### src/rtl/crf_pkg.sv
// ----------------------------------------------------------------------------
// crf_pkg
// Shared types and constants of the chunk reorder frame ring: the field
// layout of the input and result items, command and opcode codes, and the
// entry type of the queue between the front and the back.
// ----------------------------------------------------------------------------
`default_nettype none

package crf_pkg;

  // Ring geometry.
  localparam int BUFFER_COUNT = 3;
  localparam int CHUNK_COUNT  = 5;

  // Field widths of the item formats.
  localparam int OPCODE_W = 2;
  localparam int INDEX_W  = 3;
  localparam int FRAME_W  = 16;
  localparam int CMD_W    = 2;

  // Internal widths that follow from the ring geometry.
  localparam int SLOT_W = (BUFFER_COUNT > 1) ? $clog2(BUFFER_COUNT) : 1;
  localparam int CHK_W  = (CHUNK_COUNT > 1) ? $clog2(CHUNK_COUNT) : 1;
  localparam int HC_W   = $clog2(CHUNK_COUNT + 1);

  localparam logic [CHUNK_COUNT-1:0] FULL_MASK = {CHUNK_COUNT{1'b1}};

  localparam logic [FRAME_W-1:0] TOTAL_FRAMES_RESET = 16'd10;

  // Queue between front and back.
  localparam int QUEUE_DEPTH = 2;
  localparam int QPTR_W      = $clog2(QUEUE_DEPTH);
  localparam int QCNT_W      = $clog2(QUEUE_DEPTH + 1);

  // Input opcodes.
  localparam logic [OPCODE_W-1:0] OP_START     = 2'd0;
  localparam logic [OPCODE_W-1:0] OP_PROCESSED = 2'd1;
  localparam logic [OPCODE_W-1:0] OP_DISPLAYED = 2'd2;

  // Result commands.
  localparam logic [CMD_W-1:0] CMD_DISPATCH   = 2'd0;
  localparam logic [CMD_W-1:0] CMD_WRITE      = 2'd1;
  localparam logic [CMD_W-1:0] CMD_FRAME_DONE = 2'd2;
  localparam logic [CMD_W-1:0] CMD_FINISHED   = 2'd3;

  typedef struct packed {
    logic [OPCODE_W-1:0] opcode;
    logic [INDEX_W-1:0]  buffer_index;
    logic [INDEX_W-1:0]  chunk_index;
  } in_item_t;

  typedef struct packed {
    logic [CMD_W-1:0]   command;
    logic [FRAME_W-1:0] frame_number;
    logic [INDEX_W-1:0] slot;
    logic [INDEX_W-1:0] part;
    logic               last;
  } out_item_t;

  typedef enum logic [1:0] {
    KIND_START,
    KIND_PROC,
    KIND_DISP
  } kind_e;

  typedef struct packed {
    kind_e             kind;
    logic [SLOT_W-1:0] buf_idx;
    logic [CHK_W-1:0]  chunk_idx;
  } q_entry_t;

endpackage

`default_nettype wire

### src/rtl/chunk_reorder_frame_ring.sv
// ----------------------------------------------------------------------------
// chunk_reorder_frame_ring
// In-order commit controller for chunked frames over a ring of frame buffers.
// ----------------------------------------------------------------------------
// An accepted item enters a two-entry queue at once, so the input keeps taking
// items while results are still being delivered, as long as the queue has room.
// The sequencer takes an item from the queue in its idle state; a start then
// issues its dispatch commands directly, while an in-range chunk event after
// the start first passes through an evaluation state. Results leave one per
// cycle while the output register is being emptied; a result that waits in
// the output register stalls the sequencer. A chunk event can retire a frame,
// redispatch the buffer and release a whole frame of writes. A repeated start
// or an item that arrives before the start or after the finish has no result.
// Items with an opcode of three, or chunk items with an out-of-range index,
// never reach the queue. Writes to total_frames are registered and apply also
// to an item that is already being processed.
`default_nettype none

module chunk_reorder_frame_ring import crf_pkg::*; (
  input  wire logic               clk_i,
  input  wire logic               rst_ni,
  input  wire logic               in_valid_i,
  output logic                    in_ready_o,
  input  wire in_item_t           in_item_i,
  output logic                    out_valid_o,
  input  wire logic               out_ready_i,
  output out_item_t               out_item_o,
  input  wire logic               cfg_we_i,
  input  wire logic [FRAME_W-1:0] cfg_wdata_i
);

  logic     push;
  q_entry_t push_data;
  logic     q_full;
  logic     q_valid;
  q_entry_t q_data;
  logic     q_pop;

  crf_front u_front (
    .in_valid_i  (in_valid_i),
    .in_ready_o  (in_ready_o),
    .in_item_i   (in_item_i),
    .q_full_i    (q_full),
    .push_o      (push),
    .push_data_o (push_data)
  );

  crf_queue u_queue (
    .clk_i       (clk_i),
    .rst_ni      (rst_ni),
    .push_i      (push),
    .push_data_i (push_data),
    .full_o      (q_full),
    .pop_i       (q_pop),
    .valid_o     (q_valid),
    .data_o      (q_data)
  );

  crf_back u_back (
    .clk_i       (clk_i),
    .rst_ni      (rst_ni),
    .cfg_we_i    (cfg_we_i),
    .cfg_wdata_i (cfg_wdata_i),
    .q_valid_i   (q_valid),
    .q_data_i    (q_data),
    .q_pop_o     (q_pop),
    .out_valid_o (out_valid_o),
    .out_ready_i (out_ready_i),
    .out_item_o  (out_item_o)
  );

endmodule

`default_nettype wire

### src/rtl/crf_front.sv
// ----------------------------------------------------------------------------
// crf_front
// Accepts input items while the queue has room, drops the ones that can
// never have an effect and turns the rest into compact queue entries.
// ----------------------------------------------------------------------------
`default_nettype none

module crf_front import crf_pkg::*; (
  input  wire logic     in_valid_i,
  output logic          in_ready_o,
  input  wire in_item_t in_item_i,
  input  wire logic     q_full_i,
  output logic          push_o,
  output q_entry_t      push_data_o
);

  logic     in_range;
  logic     keep;
  q_entry_t entry;

  // Indices are compared one bit wider so that a full eight-entry ring works.
  assign in_range = ({1'b0, in_item_i.buffer_index} < (INDEX_W + 1)'(BUFFER_COUNT)) &&
                    ({1'b0, in_item_i.chunk_index} < (INDEX_W + 1)'(CHUNK_COUNT));

  always_comb begin
    entry.buf_idx   = in_item_i.buffer_index[SLOT_W-1:0];
    entry.chunk_idx = in_item_i.chunk_index[CHK_W-1:0];
    entry.kind      = KIND_START;
    keep            = 1'b0;
    case (in_item_i.opcode)
      OP_START: begin
        entry.kind = KIND_START;
        keep       = 1'b1;
      end
      OP_PROCESSED: begin
        entry.kind = KIND_PROC;
        keep       = in_range;
      end
      OP_DISPLAYED: begin
        entry.kind = KIND_DISP;
        keep       = in_range;
      end
      default: begin
        keep = 1'b0;
      end
    endcase
  end

  assign in_ready_o  = !q_full_i;
  assign push_o      = in_valid_i && !q_full_i && keep;
  assign push_data_o = entry;

endmodule

`default_nettype wire

### src/rtl/crf_queue.sv
// ----------------------------------------------------------------------------
// crf_queue
// Short first-in first-out queue of classified items between the front
// and the back of the controller.
// ----------------------------------------------------------------------------
`default_nettype none

module crf_queue import crf_pkg::*; (
  input  wire logic     clk_i,
  input  wire logic     rst_ni,
  input  wire logic     push_i,
  input  wire q_entry_t push_data_i,
  output logic          full_o,
  input  wire logic     pop_i,
  output logic          valid_o,
  output q_entry_t      data_o
);

  q_entry_t          store_q [QUEUE_DEPTH];
  logic [QPTR_W-1:0] wr_ptr_q;
  logic [QPTR_W-1:0] rd_ptr_q;
  logic [QCNT_W-1:0] count_q;
  logic              do_push;
  logic              do_pop;

  assign full_o  = (count_q == QCNT_W'(QUEUE_DEPTH));
  assign valid_o = (count_q != '0);
  assign data_o  = store_q[rd_ptr_q];
  assign do_push = push_i && !full_o;
  assign do_pop  = pop_i && valid_o;

  always_ff @(posedge clk_i) begin
    if (do_push) begin
      store_q[wr_ptr_q] <= push_data_i;
    end
  end

  always_ff @(posedge clk_i or negedge rst_ni) begin
    if (!rst_ni) begin
      wr_ptr_q <= '0;
      rd_ptr_q <= '0;
      count_q  <= '0;
    end else begin
      if (do_push) begin
        wr_ptr_q <= (wr_ptr_q == QPTR_W'(QUEUE_DEPTH - 1)) ? '0 : wr_ptr_q + 1'b1;
      end
      if (do_pop) begin
        rd_ptr_q <= (rd_ptr_q == QPTR_W'(QUEUE_DEPTH - 1)) ? '0 : rd_ptr_q + 1'b1;
      end
      if (do_push && !do_pop) begin
        count_q <= count_q + 1'b1;
      end else if (do_pop && !do_push) begin
        count_q <= count_q - 1'b1;
      end
    end
  end

  assert property (@(posedge clk_i) disable iff (!rst_ni)
    count_q <= QCNT_W'(QUEUE_DEPTH))
    else $error("queue count exceeds its depth");

  assert property (@(posedge clk_i) disable iff (!rst_ni)
    (push_i && full_o && !pop_i) |=> (count_q == QCNT_W'(QUEUE_DEPTH)))
    else $error("push into a full queue changed the count");

  assert property (@(posedge clk_i) disable iff (!rst_ni)
    (count_q == '0) |-> (wr_ptr_q == rd_ptr_q))
    else $error("empty queue with misaligned pointers");

endmodule

`default_nettype wire

### src/rtl/crf_back.sv
// ----------------------------------------------------------------------------
// crf_back
// Commit sequencer: keeps the processed and displayed masks of every buffer
// and the head frame, and emits the resulting commands into an output
// register, one per cycle while that register is free.
// ----------------------------------------------------------------------------
`default_nettype none

module crf_back import crf_pkg::*; (
  input  wire logic               clk_i,
  input  wire logic               rst_ni,
  input  wire logic               cfg_we_i,
  input  wire logic [FRAME_W-1:0] cfg_wdata_i,
  input  wire logic               q_valid_i,
  input  wire q_entry_t           q_data_i,
  output logic                    q_pop_o,
  output logic                    out_valid_o,
  input  wire logic               out_ready_i,
  output out_item_t               out_item_o
);

  typedef enum logic [2:0] {
    S_IDLE,
    S_EVAL,
    S_DISPATCH,
    S_DONE,
    S_FINISH,
    S_WRITES
  } state_e;

  state_e                 state_q;
  logic [FRAME_W-1:0]     total_frames_q;
  logic [CHUNK_COUNT-1:0] proc_q [BUFFER_COUNT];
  logic [CHUNK_COUNT-1:0] disp_q [BUFFER_COUNT];
  logic [FRAME_W-1:0]     head_frame_q;
  logic [SLOT_W-1:0]      head_slot_q;
  logic [HC_W-1:0]        head_chunk_q;
  logic                   started_q;
  logic                   finished_q;
  kind_e                  cur_kind_q;
  logic [FRAME_W-1:0]     d_frame_q;
  logic [SLOT_W-1:0]      d_slot_q;
  logic [CHK_W-1:0]       d_part_q;
  logic                   d_start_q;
  logic                   out_valid_q;
  out_item_t              out_q;

  logic                   out_free;
  logic                   emit;
  logic [CHUNK_COUNT-1:0] proc_head;
  logic [CHUNK_COUNT-1:0] disp_head;
  logic [CHUNK_COUNT-1:0] head_vec;
  logic [CHUNK_COUNT-1:0] next_vec;
  logic [HC_W-1:0]        next_chunk;
  logic                   write_pend;
  logic                   write_more;
  logic [SLOT_W-1:0]      next_slot;
  logic                   redispatch;
  logic                   finish_after;
  logic                   write_after_done;
  logic [FRAME_W:0]       d_frame_inc;
  logic                   more_frames;
  logic                   d_last_part;

  assign out_free  = !out_valid_q || out_ready_i;
  assign proc_head = proc_q[head_slot_q];
  assign disp_head = disp_q[head_slot_q];

  // Every emitting state loads the output register as soon as it is free.
  assign emit = out_free && ((state_q == S_DONE) || (state_q == S_DISPATCH) ||
                             (state_q == S_FINISH) || (state_q == S_WRITES));

  // Next write is possible when the head chunk has been processed.
  assign head_vec   = proc_head >> head_chunk_q;
  assign write_pend = !finished_q && (head_chunk_q < HC_W'(CHUNK_COUNT)) && head_vec[0];
  assign next_chunk = head_chunk_q + 1'b1;
  assign next_vec   = proc_head >> next_chunk;
  assign write_more = (next_chunk < HC_W'(CHUNK_COUNT)) && next_vec[0];

  assign next_slot = (head_slot_q == SLOT_W'(BUFFER_COUNT - 1)) ? '0 : head_slot_q + 1'b1;

  assign redispatch   = ({1'b0, head_frame_q} + (FRAME_W + 1)'(BUFFER_COUNT)) <
                        {1'b0, total_frames_q};
  assign finish_after = ({1'b0, head_frame_q} + 1'b1) >= {1'b0, total_frames_q};
  assign write_after_done = proc_q[next_slot][0];

  // At start one buffer after another is dispatched while frames remain.
  assign d_frame_inc = {1'b0, d_frame_q} + 1'b1;
  assign more_frames = d_start_q &&
                       (d_frame_inc < (FRAME_W + 1)'(BUFFER_COUNT)) &&
                       (d_frame_inc < {1'b0, total_frames_q});
  assign d_last_part = (d_part_q == CHK_W'(CHUNK_COUNT - 1));

  assign q_pop_o     = (state_q == S_IDLE) && q_valid_i;
  assign out_valid_o = out_valid_q;
  assign out_item_o  = out_q;

  always_ff @(posedge clk_i or negedge rst_ni) begin
    if (!rst_ni) begin
      state_q        <= S_IDLE;
      total_frames_q <= TOTAL_FRAMES_RESET;
      for (int i = 0; i < BUFFER_COUNT; i++) begin
        proc_q[i] <= '0;
        disp_q[i] <= '0;
      end
      head_frame_q <= '0;
      head_slot_q  <= '0;
      head_chunk_q <= '0;
      started_q    <= 1'b0;
      finished_q   <= 1'b0;
      cur_kind_q   <= KIND_START;
      d_frame_q    <= '0;
      d_slot_q     <= '0;
      d_part_q     <= '0;
      d_start_q    <= 1'b0;
      out_valid_q  <= 1'b0;
      out_q        <= '0;
    end else begin
      if (cfg_we_i) begin
        total_frames_q <= cfg_wdata_i;
      end
      if (emit) begin
        out_valid_q <= 1'b1;
      end else if (out_ready_i) begin
        out_valid_q <= 1'b0;
      end

      case (state_q)
        S_IDLE: begin
          if (q_valid_i && !finished_q) begin
            cur_kind_q <= q_data_i.kind;
            if (q_data_i.kind == KIND_START) begin
              if (!started_q) begin
                started_q <= 1'b1;
                d_frame_q <= '0;
                d_slot_q  <= '0;
                d_part_q  <= '0;
                d_start_q <= 1'b1;
                state_q   <= (head_frame_q >= total_frames_q) ? S_FINISH : S_DISPATCH;
              end
            end else if (started_q) begin
              if (q_data_i.kind == KIND_PROC) begin
                proc_q[q_data_i.buf_idx][q_data_i.chunk_idx] <= 1'b1;
              end else begin
                disp_q[q_data_i.buf_idx][q_data_i.chunk_idx] <= 1'b1;
              end
              state_q <= S_EVAL;
            end
          end
        end

        S_EVAL: begin
          if (cur_kind_q == KIND_DISP && disp_head == FULL_MASK) begin
            state_q <= S_DONE;
          end else if (write_pend) begin
            state_q <= S_WRITES;
          end else begin
            state_q <= S_IDLE;
          end
        end

        S_DONE: begin
          if (out_free) begin
            out_q <= '{command: CMD_FRAME_DONE, frame_number: head_frame_q,
                       slot: INDEX_W'(head_slot_q), part: '0,
                       last: !redispatch && !finish_after && !write_after_done};
            proc_q[head_slot_q] <= '0;
            disp_q[head_slot_q] <= '0;
            head_frame_q <= head_frame_q + 1'b1;
            head_slot_q  <= next_slot;
            head_chunk_q <= '0;
            if (redispatch) begin
              d_frame_q <= head_frame_q + FRAME_W'(BUFFER_COUNT);
              d_slot_q  <= head_slot_q;
              d_part_q  <= '0;
              d_start_q <= 1'b0;
              state_q   <= S_DISPATCH;
            end else if (finish_after) begin
              state_q <= S_FINISH;
            end else if (write_after_done) begin
              state_q <= S_WRITES;
            end else begin
              state_q <= S_IDLE;
            end
          end
        end

        S_DISPATCH: begin
          if (out_free) begin
            out_q <= '{command: CMD_DISPATCH, frame_number: d_frame_q,
                       slot: INDEX_W'(d_slot_q), part: INDEX_W'(d_part_q),
                       last: d_last_part && !more_frames && (d_start_q || !write_pend)};
            if (!d_last_part) begin
              d_part_q <= d_part_q + 1'b1;
            end else if (more_frames) begin
              d_frame_q <= d_frame_q + 1'b1;
              d_slot_q  <= d_slot_q + 1'b1;
              d_part_q  <= '0;
            end else if (!d_start_q && write_pend) begin
              state_q <= S_WRITES;
            end else begin
              state_q <= S_IDLE;
            end
          end
        end

        S_FINISH: begin
          if (out_free) begin
            out_q <= '{command: CMD_FINISHED, frame_number: head_frame_q,
                       slot: '0, part: '0, last: 1'b1};
            finished_q <= 1'b1;
            state_q    <= S_IDLE;
          end
        end

        S_WRITES: begin
          if (out_free) begin
            out_q <= '{command: CMD_WRITE, frame_number: head_frame_q,
                       slot: INDEX_W'(head_slot_q), part: INDEX_W'(head_chunk_q),
                       last: !write_more};
            head_chunk_q <= next_chunk;
            if (!write_more) begin
              state_q <= S_IDLE;
            end
          end
        end

        default: begin
          state_q <= S_IDLE;
        end
      endcase
    end
  end

  assert property (@(posedge clk_i) disable iff (!rst_ni)
    finished_q |-> started_q)
    else $error("finished without a start");

  assert property (@(posedge clk_i) disable iff (!rst_ni)
    (head_chunk_q <= HC_W'(CHUNK_COUNT)) && (head_slot_q < SLOT_W'(BUFFER_COUNT)))
    else $error("head chunk or head slot out of range");

  assert property (@(posedge clk_i) disable iff (!rst_ni)
    (out_valid_q && out_q.command == CMD_FINISHED) |-> out_q.last)
    else $error("finished command not marked last");

  assert property (@(posedge clk_i) disable iff (!rst_ni)
    (finished_q && state_q == S_IDLE) |=> (state_q == S_IDLE))
    else $error("sequencer left idle after finishing");

endmodule

`default_nettype wire

### config.mk
export PLATFORM = sky130hd
export DESIGN_NAME = chunk_reorder_frame_ring
export DESIGN_NICKNAME = d
export VERILOG_FILES = /design/src/rtl/crf_pkg.sv /design/src/rtl/chunk_reorder_frame_ring.sv /design/src/rtl/crf_front.sv /design/src/rtl/crf_queue.sv /design/src/rtl/crf_back.sv
export SDC_FILE = /design/constraint.sdc
export NUM_CORES = 1
export LEC_CHECK = 0
export BUFFER_PORTS_ARGS = -buffer_cell sky130_fd_sc_hd__buf_2
export CAP_MARGIN = 40
export CELL_PAD_IN_SITES_DETAIL_PLACEMENT = 1
export CELL_PAD_IN_SITES_GLOBAL_PLACEMENT = 1
export CORE_MARGIN = 3
export CORE_UTILIZATION = 52
export CTS_CLUSTER_DIAMETER = 40
export DETAILED_ROUTE_END_ITERATION = 8
export PLACE_DENSITY = 0.83
export SKIP_LAST_GASP = 1
export SYNTH_ARGS = -nofsm -noshare
export SYNTH_HDL_FRONTEND = slang
export SYNTH_HIERARCHICAL = 1
export SYNTH_SLANG_ARGS = --single-unit
### constraint.sdc
create_clock -name clk_i -period 6.12 [get_ports clk_i]
set_clock_uncertainty 0.05 [all_clocks]
set_input_delay 0.612 -clock clk_i [delete_from_list [all_inputs] [get_ports clk_i]]
set_output_delay 0.612 -clock clk_i [all_outputs]
set_load 0.01 [all_outputs]
# Word level (Yosys, flattened, before mapping)

Memories as Yosys holds them, arrays and structs flattened.
Cells that the tools add are included.

Register bits: 126
RAM bits: 14
Input port bits: 29
Output and inout port bits: 27
Word-level logic and storage cells: 261
Memories: 1

Memory list:

| memory          | words | bits a word | read ports | clocked after Yosys merged registers in | write ports | RTL line        | RTL |
|---|---|---|---|---|---|---|---|
| u_queue.store_q | 2     | 7           | 1          | 0                                       | 1           | crf_queue.sv:19 | `q_entry_t store_q [QUEUE_DEPTH];` |

$add $sub $neg: 14
Magnitude comparators: 16
Equal/unequal tests: 32
Shift operators: 2
Muxes and demuxes: 97
Bitwise logic cells: 8
Reductions and logical operators: 64

Operator list:

| kind                                                                   | count |
|---|---|
| 15-bit two-way mux                                                     | 10 |
| 16-bit two-way mux                                                     | 8 |
| 25-bit two-way mux                                                     | 4 |
| 25-bit one-hot mux with 4 select lines                                 | 1 |
| 3-bit two-way mux                                                      | 27 |
| 15-bit one-hot mux with 2 select lines                                 | 2 |
| 16-bit one-hot mux with 3 select lines                                 | 1 |
| 16-bit by 1-bit adder with 17-bit output (second input constant)       | 2 |
| 17-bit by 16-bit < comparator with 1-bit output                        | 2 |
| 16-bit by 1-bit adder with 16-bit output (second input constant)       | 2 |
| 15-bit AND                                                             | 2 |
| 5-bit binary-select mux with 2-bit select                              | 3 |
| 5-bit two-way mux                                                      | 6 |
| 15-bit OR                                                              | 2 |
| 1-bit logical AND                                                      | 24 |
| 2-bit two-way mux                                                      | 11 |
| 5-bit demux with 2-bit select                                          | 2 |
| 3-bit one-hot mux with 6 select lines                                  | 1 |
| 6-bit AND reduction                                                    | 3 |
| 16-bit by 2-bit adder with 17-bit output (second input constant)       | 1 |
| 17-bit by 16-bit greater-or-equal comparator with 1-bit output         | 1 |
| 17-bit by 2-bit < comparator with 1-bit output (second input constant) | 1 |
| 16-bit by 2-bit adder with 16-bit output (second input constant)       | 1 |
| 16-bit greater-or-equal comparator                                     | 1 |
| 44 further kinds                                                       | 115 |

# Logic depth before layout (Yosys ltp)

An unclocked memory read counts as a cell.

Depth after elaboration: 13
Gate-level depth with buffers: 17
Mapped depth without buffers: 15

# Cells and area by module

The synthesis kept the hierarchy.

Modules (own cells, without submodules):

| module    | times used | cells an instance | area an instance (um^2) |
|---|---|---|---|
| crf_back  | 1          | 918               | 8,289.2 |
| crf_queue | 1          | 41                | 714.4 |
| crf_front | 1          | 17                | 135.1 |

# Worst setup path before layout

Ideal clock, no wire load.

Path type: register to register
Start point: register u_back.d_frame_q[1]
End point: register u_back.d_frame_q[12]
Data arrival time: 3.787 ns
Slack: 2.156 ns
Stages on the path, launching flop included: 16
Path buffers: 1
Path through: dfrtp_1 > ha_1 > nand4_1 > nor2_1 > nand2_1 > xnor2_1 > ha_1 > a211oi_1 > o22ai_1 > a2111o_1 > o211a_1 > nor4_4 > a21oi_2 > buf_6 > nor2_1 > mux2_1

Word-level cells in the longest chain between the ends: 6
Elaborated cells between the ends (all ways): 12
Classes of those cells: 2 x add/sub; 2 x order compare; 1 x eq/ne; 4 x mux; 3 x reduce/logical

RTL lines:

| element                                            | RTL line        | RTL |
|---|---|---|
| start: declaration                                 | crf_back.sv:41  | `logic [FRAME_W-1:0] d_frame_q;` |
| start signal: assignment                           | crf_back.sv:173 | `d_frame_q <= head_frame_q + FRAME_W'(BUFFER_COUNT);` |
| start signal: assignment                           | crf_back.sv:196 | `d_frame_q <= d_frame_q + 1'b1;` |
| 16-bit by 1-bit adder with 17-bit output           | crf_back.sv:88  | `assign d_frame_inc = {1'b0, d_frame_q} + 1'b1;` |
| 17-bit by 2-bit < comparator with 1-bit output     | crf_back.sv:90  | `(d_frame_inc < (FRAME_W + 1)'(BUFFER_COUNT)) &&` |
| 1-bit logical AND                                  | crf_back.sv:89  | `assign more_frames = d_start_q &&` |
| 1-bit logical AND                                  | crf_back.sv:90  |  |
| 2-bit by 1-bit != test with 1-bit output (no line) | -               |  |
| 9-bit AND reduction (no line)                      | -               |  |

Parallel ways exist; a longest one is shown, timed or not. The select of a mux whose other input is x is not followed.
A chain may end at the register's enable or synchronous reset.

# Final worst setup path

Start point: register u_back.d_frame_q[0]
End point: register u_back.d_frame_q[6]

Same word-level chain as after synthesis.

==> results.txt <==
CTS buffer count - 17
# setup viols final - 0
DR pass1 iterations - 5
Htree depth - 4
Register Area - 3550 um2
Synth async-reset ratio - 0.899
Worst reg-to-reg setup slack - 1.31 ns
Total power - 2.34 mW
Critical path endpoint category - flip-flop
Nets - 1098
Residual DRC - 0
Biggest area consumer among synthesized cells - dfrtp_1
CP Data Required Time - 6.34 ns
Routed vias - 7819
Leak - 4.64 nW
Synth top area cells - dfrtp_1, ha_1, o21ai_0, edfxtp_1, nand2_1
RR Endpoint - u_back/d_frame_q[6]$_DFFE_PN0P_
Syn_area_per_cell - 9.36 um2
Arrival @ worst endpoint - 5.03 ns
Synth cell count leaders - dfrtp_1, nand2_1, o21ai_0
GPL Wtd Cong - 0.944
Kind of critical path - flip-flop to flip-flop
Area growth syn-to-layout - 10.4%
Main flop type after synthesis - dfrtp_1
Syn nets - 1081
Sequential share of the synthesized area - 0.389
Gr usage total - 0.287
Synth Warn # - 6
Post-synth top area share - 0.337
Final period util - 0.786
PostCTS Resize Cnt - 0
Syn Inst Count - 976
Vias per std cell - 6.38
First-pass GRT wire length - 44.2 mm
Antenna violations before repair - 0
Vert. Die Dim - 139 um
Clock buffer depth - 2
Setup bufs post-CTS - 0
Fillers - 1916
Crit path to - u_back/d_frame_q[6]$_DFFE_PN0P_
Cell Pwr Density - 232 nW/um2
CP max-delay cell - dfrtp_1
CTS tree - yes
Most frequent cell after synthesis - dfrtp_1
Final min period - 4.81 ns
Synth Cell Area - 9140 um2
Worst VDD drop - 0.000206 V
Max capacitance violation total - 0
Worst-margin pin slew - 0.969 ns
Total grt overflow - 0
Share of cells above drive strength 1 - 0.119
Initial core utilization - 0.541
Worst slew margin - 0.337
Clock-pin transition on the worst setup and hold timing paths - 0.06 ns
Setup TNS - 0 ns
DRT iter0 DRCs - 709
Multi-input gate area - 5130 um2
Clock latency at the later pin of the worst-skew pair - 0.42 ns
Crit path cell chain - ha_1 > nand4_1 > nor2_1 > nand2_1 > nor2_1 > xor2_1 > ha_1 > o21ai_0 > o22ai_1 > a2111o_1 > o211a_1 > nor4_4 > a21oi_2 > buf_6 > o41ai_1
Crit path max fanout - 22
Vias in the first global route - 7964
Fin. max-slew vios - 0
CP Launch Type - flip-flop
Run status - finished, final reports clean
Final wirelength - 27.3 mm
CTS sink count - 139
Crit path largest cell delay - 0.57 ns
HPWL after DPL - 19.4 mm
Worst r2r src - u_back/d_frame_q[0]$_DFFE_PN0P_
DR WL/cell - 22.3 um
Crit path from - u_back/d_frame_q[0]$_DFFE_PN0P_
N_diodes - 0
Die W - 139 um
Synth unique cells - 82
R2R cell count - 15
Core Area - 16900 um2
Root buffer cell - clkbuf_16
Post-synth EDFFs - 14
Die area - 19200 um2
Final Hold Vio Count - 0
Rows - 47
I/O pin total - 56
Antenna Violating Nets Remaining - 0
Port bufs - 54
FMAX - 208 MHz
Synthesis-stage register bit count - 139
CTS Hold Bufs - 0
RSZ-0062 raised after global routing - no
Largest net degree at the start of global routing - 65
Worst hold path type - primary input to asynchronous set/reset pin
==> cells by family after synthesis <==
family | Yosys count | share of synthesized area
xor+xnor | 64 | 0.0613
simple gates | 289 | 0.157
flops | 139 | 0.389
other cells | 1 | 0.000410
compound gates | 265 | 0.200
mux | 32 | 0.0381
fa+ha+maj | 76 | 0.104
buf+inv | 110 | 0.0509
==> critical path, delay by kind of cell, from the launching register on <==
family / cells / cell delay (ns)
DFF: 1 / 0.57
adders and majority gates: 2 / 0.62
buffers and inverters: 1 / 0.21
and+or+nand+nor: 5 / 1.38
AOI/OAI and AO/OA: 6 / 1.61
xor gates and xnor gates: 1 / 0.22
==> worst min-delay path by stage <==
| stage | to | slack, ns | cells after the start |
|---|---|---|---|
| 6_report | u_back/out_item_o[16]$_DFFE_PN0P_ | 0.20 | 1 |
| 5_1_grt | u_back/out_item_o[16]$_DFFE_PN0P_ | 0.26 | 1 |
| 4_1_cts | u_back/out_item_o[18]$_DFFE_PN0P_ | 0.23 | 1 |
| 3_5_place_dp | u_back/out_item_o[23]$_DFFE_PN0P_ | 0.41 | 2 |
| 3_3_place_gp | u_back/out_item_o[23]$_DFFE_PN0P_ | 0.41 | 2 |
| 2_1_floorplan | u_back/cur_kind_q[0]$_DFFE_PN0P_ | 0.27 | 0 |
==> cell type report <==
class	count	share of cell area
inverters	44	0.0164
clock inverters	15	0.0161
well taps	220	0.0273
flip-flops and latches	139	0.352
multi-input cells	727	0.509
clock buffers	17	0.0422
repair buffers	64	0.0376
==> flip-flops by register name (all words and copies together), names as in the netlist, 2 cells and up <==
register,count
u_back/out_item_o,24
u_back/d_frame_q,16
u_back/head_frame_q,16
u_back/total_frames_q,16
u_back/disp_q,15
u_back/proc_q,15
u_queue/store_q,14
u_back/d_part_q,3
u_back/head_chunk_q,3
u_back/state_q,3
u_back/cur_kind_q,2
u_back/d_slot_q,2
u_back/head_slot_q,2
u_queue/count_q,2
==> through the flow <==
step / hold WS, ns / setup WS [ns] / instance area [um2] / cells / util
finish: 0.196 / 1.31 / 10100 / 1226 / 0.598
global route: 0.261 / 0.888 / 10100 / 1226 / 0.598
CTS: 0.228 / 1.42 / 10100 / 1226 / 0.598
detailed placement: 0.409 / 1.46 / 9500 / 1194 / 0.563
global placement: 0.407 / 1.52 / 9450 / 1191 / 0.560
floorplan: 0.266 / 2.16 / 9140 / 976 / -
==> cells in the final DEF (no fill, tap or decap), types with 5 or more instances in the layout <==
| master | synthesis | routed |
|---|---|---|
| xnor2_1 | 36 | 36 |
| a211oi_1 | 8 | 8 |
| a22oi_1 | 22 | 22 |
| or3_1 | 7 | 7 |
| mux2i_1 | 19 | 19 |
| o22ai_1 | 6 | 6 |
| o21ai_0 | 87 | 87 |
| o21ai_1 | 6 | 5 |
| clkbuf_16 | 0 | 17 |
| a21o_1 | 12 | 12 |
| mux2_1 | 9 | 9 |
| nor2_1 | 62 | 62 |
| buf_4 | 7 | 8 |
| o41ai_1 | 11 | 11 |
| a22o_1 | 24 | 24 |
| nand2b_1 | 11 | 11 |
| dfrtp_1 | 123 | 123 |
| inv_1 | 43 | 43 |
| edfxtp_1 | 14 | 14 |
| nor2b_1 | 7 | 7 |
| and2_1 | 7 | 7 |
| xor2_1 | 28 | 28 |
| nor3_1 | 19 | 18 |
| a31oi_1 | 6 | 6 |
| nand4_1 | 13 | 13 |
| ha_1 | 76 | 76 |
| nand3_1 | 27 | 27 |
| buf_2 | 7 | 53 |
| o211ai_1 | 6 | 6 |
| nand2_1 | 98 | 98 |
| a21oi_1 | 21 | 21 |
| and3_1 | 10 | 10 |
| a2111oi_0 | 5 | 5 |
| o31ai_1 | 7 | 7 |
==> routing by layer <==
layer  track usage  up-vias  part of all wire
met5             0        -                 0
met4        0.0905        0             0.018
met2         0.437      312              0.46
met1         0.412     3872              0.45
met3        0.0597       45             0.073
li1              -     3590                 -
==> power by group <==
group          leakage, nW  switching (mW)  total, mW  internal (mW)
Combinational         2.62           0.192      0.305          0.113
Clock                0.278           0.433       1.04          0.607
Sequential            1.74          0.0292      0.994          0.965
Total                 4.64           0.654       2.34           1.68
Power figures use the tool's default switching activity.
